$ cat src/abec_pkg.sv
// Shared types, constants and helpers for the ASCII expression calculator.
// No dependencies; every other file imports this package.
`default_nettype none

package abec_pkg;

  localparam int unsigned VALUE_W    = 32;
  localparam int unsigned PREFIX_LEN = 5;
  localparam int unsigned PCNT_W     = 4;
  localparam int unsigned QDEPTH     = 2;
  localparam int unsigned QPTR_W     = (QDEPTH > 1) ? $clog2(QDEPTH) : 1;
  localparam int unsigned QCNT_W     = $clog2(QDEPTH + 1);
  localparam int unsigned DIV_CNT_W  = $clog2(VALUE_W);

  localparam logic [7:0] CH_NUL   = 8'h00;
  localparam logic [7:0] CH_SPACE = 8'h20;
  localparam logic [7:0] CH_PLUS  = 8'h2B;
  localparam logic [7:0] CH_MINUS = 8'h2D;
  localparam logic [7:0] CH_STAR  = 8'h2A;
  localparam logic [7:0] CH_SLASH = 8'h2F;
  localparam logic [7:0] CH_ZERO  = 8'h30;
  localparam logic [7:0] CH_NINE  = 8'h39;

  typedef enum logic [2:0] {
    PH_PREFIX,
    PH_SPACE1,
    PH_DIGIT1,
    PH_SPACE2,
    PH_SPACE3,
    PH_DIGIT2,
    PH_DONE
  } phase_t;

  typedef enum logic [1:0] {
    OP_ADD,
    OP_SUB,
    OP_MUL,
    OP_DIV
  } op_t;

  typedef enum logic [1:0] {
    ST_OK,
    ST_BAD_OP,
    ST_DIV_ZERO
  } status_t;

  typedef enum logic [2:0] {
    BK_IDLE,
    BK_EXEC,
    BK_DIV,
    BK_SIGN,
    BK_OUT
  } back_state_t;

  typedef struct packed {
    logic [VALUE_W-1:0] a;
    logic [VALUE_W-1:0] b;
    op_t                op;
    status_t            status;
  } job_t;

  function automatic logic [VALUE_W-1:0] signed_num(input logic [VALUE_W-1:0] mag,
                                                   input logic neg);
    signed_num = neg ? (~mag + VALUE_W'(1)) : mag;
  endfunction

endpackage

`default_nettype wire

$ cat src/abec_front.sv
// Front end: skips the prefix, parses operands and operator one character a cycle while accept is high.
// Pushes one job per line into the queue. Depends on abec_pkg.
`default_nettype none

module abec_front (
  input  wire                  clk,
  input  wire                  rst_n,
  input  wire                  accept,
  input  wire [7:0]            character,
  output logic                 push,
  output abec_pkg::job_t       job
);
  import abec_pkg::*;

  phase_t             phase_r, phase_nxt;
  logic [PCNT_W-1:0]  pcnt_r, pcnt_nxt;
  logic [VALUE_W-1:0] acc_r, acc_nxt;
  logic [VALUE_W-1:0] first_r, first_nxt;
  logic               neg_r, neg_nxt;
  op_t                op_r, op_nxt;
  logic               bad_r, bad_nxt;
  logic               taken;
  logic               is_digit;
  logic [VALUE_W-1:0] acc_step;

  assign is_digit = (character >= CH_ZERO) && (character <= CH_NINE);
  assign acc_step = (acc_r << 3) + (acc_r << 1) + VALUE_W'(character - CH_ZERO);

  assign push = accept && (character == CH_NUL);

  always_comb begin
    job.a      = first_r;
    job.b      = signed_num(acc_r, neg_r);
    job.op     = op_r;
    job.status = (bad_r || phase_r == PH_PREFIX || phase_r == PH_SPACE1 ||
                  phase_r == PH_DIGIT1 || phase_r == PH_SPACE2) ? ST_BAD_OP : ST_OK;
  end

  always_comb begin
    phase_nxt = phase_r;
    pcnt_nxt  = pcnt_r;
    acc_nxt   = acc_r;
    first_nxt = first_r;
    neg_nxt   = neg_r;
    op_nxt    = op_r;
    bad_nxt   = bad_r;
    taken     = 1'b0;
    if (phase_nxt == PH_PREFIX) begin
      if (pcnt_r < PCNT_W'(PREFIX_LEN)) begin
        pcnt_nxt = pcnt_r + PCNT_W'(1);
        taken    = 1'b1;
      end else begin
        phase_nxt = PH_SPACE1;
      end
    end
    if (!taken && phase_nxt == PH_SPACE1) begin
      if (character == CH_SPACE) begin
        taken = 1'b1;
      end else begin
        phase_nxt = PH_DIGIT1;
        if (character == CH_MINUS) begin
          neg_nxt = 1'b1;
          taken   = 1'b1;
        end else if (character == CH_PLUS) begin
          taken = 1'b1;
        end
      end
    end
    if (!taken && phase_nxt == PH_DIGIT1) begin
      if (is_digit) begin
        acc_nxt = acc_step;
        taken   = 1'b1;
      end else begin
        first_nxt = signed_num(acc_r, neg_nxt);
        acc_nxt   = '0;
        neg_nxt   = 1'b0;
        phase_nxt = PH_SPACE2;
      end
    end
    if (!taken && phase_nxt == PH_SPACE2) begin
      taken = 1'b1;
      if (character != CH_SPACE) begin
        phase_nxt = PH_SPACE3;
        unique case (character)
          CH_PLUS:  op_nxt = OP_ADD;
          CH_MINUS: op_nxt = OP_SUB;
          CH_STAR:  op_nxt = OP_MUL;
          CH_SLASH: op_nxt = OP_DIV;
          default: begin
            bad_nxt   = 1'b1;
            phase_nxt = PH_DONE;
          end
        endcase
      end
    end
    if (!taken && phase_nxt == PH_SPACE3) begin
      if (character == CH_SPACE) begin
        taken = 1'b1;
      end else begin
        phase_nxt = PH_DIGIT2;
        if (character == CH_MINUS) begin
          neg_nxt = 1'b1;
          taken   = 1'b1;
        end else if (character == CH_PLUS) begin
          taken = 1'b1;
        end
      end
    end
    if (!taken && phase_nxt == PH_DIGIT2) begin
      if (is_digit) begin
        acc_nxt = acc_step;
      end else begin
        phase_nxt = PH_DONE;
      end
    end
  end

  always_ff @(posedge clk) begin
    if (!rst_n || push) begin
      phase_r <= PH_PREFIX;
      pcnt_r  <= '0;
      acc_r   <= '0;
      first_r <= '0;
      neg_r   <= 1'b0;
      op_r    <= OP_ADD;
      bad_r   <= 1'b0;
    end else if (accept) begin
      phase_r <= phase_nxt;
      pcnt_r  <= pcnt_nxt;
      acc_r   <= acc_nxt;
      first_r <= first_nxt;
      neg_r   <= neg_nxt;
      op_r    <= op_nxt;
      bad_r   <= bad_nxt;
    end
  end

endmodule

`default_nettype wire

$ cat src/abec_queue.sv
// Short job queue between front end and back end.
// Depends on abec_pkg for the job type and depth.
`default_nettype none

module abec_queue (
  input  wire                  clk,
  input  wire                  rst_n,
  input  wire                  push,
  input  abec_pkg::job_t       push_job,
  input  wire                  pop,
  output abec_pkg::job_t       head_job,
  output logic                 not_empty,
  output logic                 full
);
  import abec_pkg::*;

  job_t              mem_r [QDEPTH];
  logic [QPTR_W-1:0] wr_ptr_r, rd_ptr_r;
  logic [QCNT_W-1:0] count_r;

  function automatic logic [QPTR_W-1:0] wrap_inc(input logic [QPTR_W-1:0] p);
    wrap_inc = (p == QPTR_W'(QDEPTH - 1)) ? '0 : p + QPTR_W'(1);
  endfunction

  assign head_job  = mem_r[rd_ptr_r];
  assign not_empty = (count_r != '0);
  assign full      = (count_r == QCNT_W'(QDEPTH));

  always_ff @(posedge clk) begin
    if (push) begin
      mem_r[wr_ptr_r] <= push_job;
    end
  end

  always_ff @(posedge clk) begin
    if (!rst_n) begin
      wr_ptr_r <= '0;
      rd_ptr_r <= '0;
      count_r  <= '0;
    end else begin
      if (push) begin
        wr_ptr_r <= wrap_inc(wr_ptr_r);
      end
      if (pop) begin
        rd_ptr_r <= wrap_inc(rd_ptr_r);
      end
      if (push && !pop) begin
        count_r <= count_r + QCNT_W'(1);
      end else if (pop && !push) begin
        count_r <= count_r - QCNT_W'(1);
      end
    end
  end

endmodule

`default_nettype wire

$ cat src/abec_back.sv
// Back end: add, subtract, multiply, and a one-bit-a-cycle restoring divider.
// Holds the result in the output register. Depends on abec_pkg.
`default_nettype none

module abec_back (
  input  wire                          clk,
  input  wire                          rst_n,
  input  abec_pkg::job_t               head_job,
  input  wire                          not_empty,
  output logic                         pop,
  output logic                         out_valid,
  input  wire                          out_stall,
  output logic [abec_pkg::VALUE_W-1:0] res_value,
  output abec_pkg::status_t            res_status
);
  import abec_pkg::*;

  back_state_t          state_r, state_nxt;
  job_t                 job_r;
  logic [VALUE_W-1:0]   rem_r, quo_r, mb_r;
  logic                 qneg_r;
  logic [DIV_CNT_W-1:0] cnt_r;
  logic [VALUE_W-1:0]   value_r;
  status_t              status_r;
  logic [2*VALUE_W-1:0] prod;
  logic [VALUE_W:0]     trial;
  logic [VALUE_W-1:0]   ma, mb;
  logic                 div_last;

  assign prod     = job_r.a * job_r.b;
  assign ma       = job_r.a[VALUE_W-1] ? (~job_r.a + VALUE_W'(1)) : job_r.a;
  assign mb       = job_r.b[VALUE_W-1] ? (~job_r.b + VALUE_W'(1)) : job_r.b;
  assign trial    = {rem_r, quo_r[VALUE_W-1]} - {1'b0, mb_r};
  assign div_last = (cnt_r == DIV_CNT_W'(VALUE_W - 1));

  always_comb begin
    state_nxt = state_r;
    unique case (state_r)
      BK_IDLE: if (not_empty) state_nxt = BK_EXEC;
      BK_EXEC: begin
        if (job_r.status == ST_OK && job_r.op == OP_DIV && job_r.b != '0) begin
          state_nxt = BK_DIV;
        end else begin
          state_nxt = BK_OUT;
        end
      end
      BK_DIV:  if (div_last) state_nxt = BK_SIGN;
      BK_SIGN: state_nxt = BK_OUT;
      BK_OUT:  if (!out_stall) state_nxt = BK_IDLE;
      default: state_nxt = BK_IDLE;
    endcase
  end

  always_comb begin
    pop       = 1'b0;
    out_valid = 1'b0;
    unique case (state_r)
      BK_IDLE: pop = not_empty;
      BK_OUT:  out_valid = 1'b1;
      default: ;
    endcase
  end

  always_ff @(posedge clk) begin
    if (!rst_n) begin
      state_r <= BK_IDLE;
    end else begin
      state_r <= state_nxt;
    end
  end

  always_ff @(posedge clk) begin
    unique case (state_r)
      BK_IDLE: begin
        job_r <= head_job;
      end
      BK_EXEC: begin
        value_r  <= '0;
        status_r <= job_r.status;
        rem_r    <= '0;
        quo_r    <= ma;
        mb_r     <= mb;
        qneg_r   <= job_r.a[VALUE_W-1] ^ job_r.b[VALUE_W-1];
        cnt_r    <= '0;
        if (job_r.status == ST_OK) begin
          case (job_r.op)
            OP_ADD: value_r <= job_r.a + job_r.b;
            OP_SUB: value_r <= job_r.a - job_r.b;
            OP_MUL: value_r <= prod[VALUE_W-1:0];
            default: begin
              if (job_r.b == '0) begin
                status_r <= ST_DIV_ZERO;
              end
            end
          endcase
        end
      end
      BK_DIV: begin
        cnt_r <= cnt_r + DIV_CNT_W'(1);
        quo_r <= {quo_r[VALUE_W-2:0], ~trial[VALUE_W]};
        rem_r <= trial[VALUE_W] ? {rem_r[VALUE_W-2:0], quo_r[VALUE_W-1]}
                                : trial[VALUE_W-1:0];
      end
      BK_SIGN: begin
        value_r <= qneg_r ? (~quo_r + VALUE_W'(1)) : quo_r;
      end
      default: ;
    endcase
  end

  assign res_value  = value_r;
  assign res_status = status_r;

endmodule

`default_nettype wire

$ cat src/ascii_binary_expression_calculator.sv
// Top level of the ASCII expression calculator: front end, job queue, back end.
// Depends on abec_pkg, abec_front, abec_queue and abec_back.
//
//   channel | direction | ports                          | item
//   in      | input     | in_valid, in_stall, in_character | one command byte, 0 ends line
//   out     | output    | out_valid, out_stall, out_value, out_status | one result per line
//
// One character is taken per cycle while the queue has room; in_stall rises only
// when two finished lines wait in the queue.
// Per line the back end loads the job, computes add, subtract and multiply; a divide by
// non-zero also runs the one-bit-a-cycle divider and a sign fix; results hold until taken.
// Reset is synchronous and clears parser, queue and back-end control state.
`default_nettype none

module ascii_binary_expression_calculator (
  input  wire                                 clk,
  input  wire                                 rst_n,
  input  wire                                 in_valid,
  output logic                                in_stall,
  input  wire  [7:0]                          in_character,
  output logic                                out_valid,
  input  wire                                 out_stall,
  output logic signed [abec_pkg::VALUE_W-1:0] out_value,
  output logic [1:0]                          out_status
);
  import abec_pkg::*;

  logic               accept;
  logic               push;
  job_t               push_job;
  job_t               head_job;
  logic               pop;
  logic               not_empty;
  logic               full;
  logic [VALUE_W-1:0] res_value;
  status_t            res_status;

  assign in_stall = full;
  assign accept   = in_valid && !full;

  abec_front u_front (
    .clk       (clk),
    .rst_n     (rst_n),
    .accept    (accept),
    .character (in_character),
    .push      (push),
    .job       (push_job)
  );

  abec_queue u_queue (
    .clk       (clk),
    .rst_n     (rst_n),
    .push      (push),
    .push_job  (push_job),
    .pop       (pop),
    .head_job  (head_job),
    .not_empty (not_empty),
    .full      (full)
  );

  abec_back u_back (
    .clk        (clk),
    .rst_n      (rst_n),
    .head_job   (head_job),
    .not_empty  (not_empty),
    .pop        (pop),
    .out_valid  (out_valid),
    .out_stall  (out_stall),
    .res_value  (res_value),
    .res_status (res_status)
  );

  assign out_value  = $signed(res_value);
  assign out_status = res_status;

  a_push_room: assert property (@(posedge clk) disable iff (!rst_n)
    push |-> !full)
    else $error("job pushed into a full queue");

  a_pop_data: assert property (@(posedge clk) disable iff (!rst_n)
    pop |-> not_empty)
    else $error("job popped from an empty queue");

  a_err_zero: assert property (@(posedge clk) disable iff (!rst_n)
    out_valid && out_status != ST_OK |-> out_value == '0)
    else $error("error result carries a non-zero value");

  a_pop_idle: assert property (@(posedge clk) disable iff (!rst_n)
    pop |=> !out_valid)
    else $error("job taken while a result was still presented");

endmodule

`default_nettype wire
$ cat config.mk
export PLATFORM = sky130hd
export DESIGN_NAME = ascii_binary_expression_calculator
export DESIGN_NICKNAME = d
export VERILOG_FILES = /design/src/abec_pkg.sv /design/src/abec_front.sv /design/src/abec_queue.sv /design/src/abec_back.sv /design/src/ascii_binary_expression_calculator.sv
export SDC_FILE = /design/constraint.sdc
export NUM_CORES = 2
export LEC_CHECK = 0
export BUFFER_PORTS_ARGS = -buffer_cell sky130_fd_sc_hd__buf_2
export CAP_MARGIN = 20
export CORE_UTILIZATION = 57
export DETAILED_ROUTE_END_ITERATION = 12
export GPL_ROUTABILITY_DRIVEN = 0
export PLACE_DENSITY = 0.73
export SKIP_CTS_REPAIR_TIMING = 1
export SKIP_LAST_GASP = 1
export SYNTH_ARGS = -nofsm -noshare
export SYNTH_HDL_FRONTEND = slang
export SYNTH_HIERARCHICAL = 1
export SYNTH_SLANG_ARGS = --single-unit
$ cat constraint.sdc
create_clock -name clk -period 10.5 [get_ports clk]
set_input_delay 1.575 -clock clk [delete_from_list [all_inputs] [get_ports clk]]
set_output_delay 1.575 -clock clk [all_outputs]
set_load 0.01 [all_outputs]
==> results.py <==
metrics = {
    "logic_synthesis": {
        "post_synth_xor_area_fraction": 0.0683,
        "synth-adder-area-share": 0.282,
        "synthDistinctLibCells": 92,
        "synth-compound-area-share": 0.106,
        "synth_top_flop_cell": "edfxtp_1",
        "ys_async_sr_fraction": 0,
        "synth_area_um2": 41300,
        "synth_area_leaders": "edfxtp_1 (25%), fa_1 (21%), ha_1 (7.0%), and2_1 (4.9%), inv_1 (4.8%)",
        "syn_nets": 4869,
        "yosysMostFrequentCell": "inv_1",
        "synth_top_family_by_area": "adder cells",
        "yosysTopAreaCell": "edfxtp_1",
        "syn_area_per_cell_um2": 9.86,
        "ys_warn_count": 6,
        "netlist_instances": 4188,
        "synth-edff-count": 340,
        "synthMuxAreaShare": 0.0313,
        "ys_seq_area_frac": 0.287,
        "yosysTopAreaCellShare": 0.247,
        "ys_seq_elements": 423,
        "synthTopCellsByCount": "inv_1 (533), nand2_1 (457), fa_1 (439)",
        "synth_simple_gate_area_frac": 0.154,
    },
    "timing": {
        "rsz0062_at_grt": "false",
        "final_max_slew_viol_count": 0,
        "post-route-period-util": 0.776,
        "finalSetupViolations": 0,
        "slew_headroom": 0.261,
        "fmax_ghz": 0.123,
        "setup_slack_ps": 2350,
        "finalSetupTns_ps": 0,
        "final_hold_viol_count": 0,
        "tightestPinTransition_ps": 1110,
        "timing.clock.skew_ps": 62.7,
        "period_minus_slack_ps": 8150,
    },
    "place": {
        "io_buffers": 47,
        "place_ws_ps": 2470,
        "post-dp-hpwl_um": 76800,
    },
    "floorplan": {
        "design.core.area_um2": 71600,
        "pin_count": 48,
        "start_util": 0.577,
        "row_count": 98,
        "fp.dieH_um": 271,
        "fp.dieW_um": 271,
        "die-area_um2": 73500,
    },
    "clocking": {
        "cts_sinks": 423,
        "clock_path_buffers": 3,
        "cts_buffers": 47,
        "ctsRootBufferMaster": "clkbuf_16",
        "cts_tree": "done",
        "worstSkewPairLatency_ps": 620,
        "h-tree-depth": 2,
        "clk_pin_slew_ps": 60,
    },
    "status": {
        "status": "complete, no violations",
    },
    "routing": {
        "drtPass1Iterations": 7,
        "routed_wl_um": 104000,
        "postRouteAntennaNets": 0,
        "routedWlPerCell_um": 20.5,
        "vias_per_cell": 5.88,
        "dr_total_vias": 30020,
        "remaining_drc_errors": 0,
        "drt_iter0_drc": 2874,
    },
    "global_route": {
        "grt_pass1_vias": 30481,
        "antenna_found_initial": 1,
        "grt_usage": 0.290,
        "grt_max_degree": 114,
        "gr-total-overflow": 0,
        "grt_pass1_wl_um": 168000,
    },
    "final_layout": {
        "diodes": 0,
        "syn_to_final_growth_pct": 6.47,
        "final_layout_size_suffix_gt1_frac": 0.0746,
        "fin_nets": 4797,
    },
    "flow_run": {
        "cap_violations": 0,
    },
    "setup_path": {
        "critPathMaxStageDelay_ps": 1080,
        "worstPathMaxFanout": 26,
        "crit_chain": "nand2_1, fa_1, inv_1, fa_1, fa_1, inv_1, fa_1, inv_1, fa_1, ha_1, fa_1, inv_1, fa_1, inv_1, ha_1, and3_1, o211a_1, nand2_1, o21ai_0, nand4_1, a21oi_1, xnor2_1, nor2_1, or3_1",
        "path_class": "flip-flop to flip-flop",
        "cp_slowest_cell": "edfxtp_1",
        "critPathLaunchType": "flip-flop",
        "endpoint_kind": "flip-flop",
        "worst_ep_arrival_time_ps": 8500,
        "crit_top_cell": "fa_1",
        "worstPathRequired_ps": 10850,
    },
    "min_path": {
        "min_path_type": "flip-flop to flip-flop",
    },
}
-- area by class of cell --
cell class | instances | area (um2)
fill | 6041 | 27600
multi-input combinational | 3007 | 26600
sequential | 423 | 11900
inverter | 533 | 2000
clock buffer | 52 | 1220
tap | 950 | 1190
timing repair buffer | 104 | 691
clock inverter | 36 | 432
-- layout by cell type (no fill, tap or decap), drive strengths merged, types with 11 or more instances in the layout --
cell	netlist	routed
a211oi	43	43
a21o	54	54
a21oi	112	112
a22oi	29	29
a31oi	23	23
and2	326	326
and3	16	16
buf	32	104
clkbuf	193	52
clkinv	0	20
dfxtp	83	83
edfxtp	340	340
fa	439	439
ha	230	230
inv	533	537
mux2	70	70
mux2i	43	43
nand2	457	457
nand2b	42	42
nand3	37	37
nand4	16	16
nor2	167	167
nor2b	25	25
nor3	40	40
nor4	15	15
o211ai	14	14
o21a	35	35
o21ai	162	162
o21bai	11	11
o22ai	21	21
o31ai	49	49
o41ai	15	15
or2	13	13
or3	37	37
or4	27	27
xnor2	185	185
xor2	137	137
-- path summary, 6_finish.rpt --
check	startpoint	end	slack (ps)	cells after the start
worst max-delay path	u_back/job_r[14]$_DFFE_PN_	u_back/res_value[28]$_DFFE_PP_	2350	24
worst min-delay path	u_front/first_r[10]$_SDFFE_PP0P_	u_queue/mem_r[0][46]$_DFFE_PP_	450	0
worst max register to register	u_back/job_r[14]$_DFFE_PN_	u_back/res_value[28]$_DFFE_PP_	2350	24
worst min register to register	u_front/first_r[10]$_SDFFE_PP0P_	u_queue/mem_r[0][46]$_DFFE_PP_	450	0
-- worst max-delay path: cells and delay by family, from the launching register on --
family	cells	cell delay, ps
compound gates	3	970
xor+xnor	1	150
fa+ha+maj	9	4240
simple gates	6	1190
buf+inv	5	240
flops	1	1080
-- state kept, by name, indices dropped and copies added (netlist names), 4 cells and up, named ones only --
register          cells
u_front/first_r      32
u_front/pcnt_r        4
u_back/res_value     32
u_back/quo_r         32
u_back/job_r         68
u_back/mb_r          32
u_back/cnt_r          5
u_queue/mem_r       136
u_back/rem_r         32
u_front/acc_r        32
-- cell families (layout without fill, tap and decap cells) --
| logic type | count (synthesis) | in the layout |
|---|---|---|
| buf+inv | 758 | 725 |
| simple gates | 1248 | 1248 |
| other cells | 1 | 1 |
| compound gates | 654 | 654 |
| fa+ha+maj | 669 | 669 |
| xor+xnor | 322 | 322 |
| flops | 423 | 423 |
| mux | 113 | 113 |
-- layer usage --
layer	GRT usage	share of wire	wire [um]
met1	0.387	0.41	43100
met2	0.477	0.47	48900
met3	0.0428	0.075	7840
met4	0.121	0.044	4630
met5	0	0	0
-- stage by stage --
step	hold WS [ps]	instances	cell area, um2	utilization
5_1_grt	452	5105	44000	0.614
6_report	450	5105	44000	0.614
2_1_floorplan	420	4188	41300	-
3_3_place_gp	432	5015	42300	0.590
3_5_place_dp	437	5015	42300	0.590
4_1_cts	449	5103	43900	0.614
Power is not shown: default switching activity piles up to over one toggle a cycle in this logic, so the estimate is an artifact.
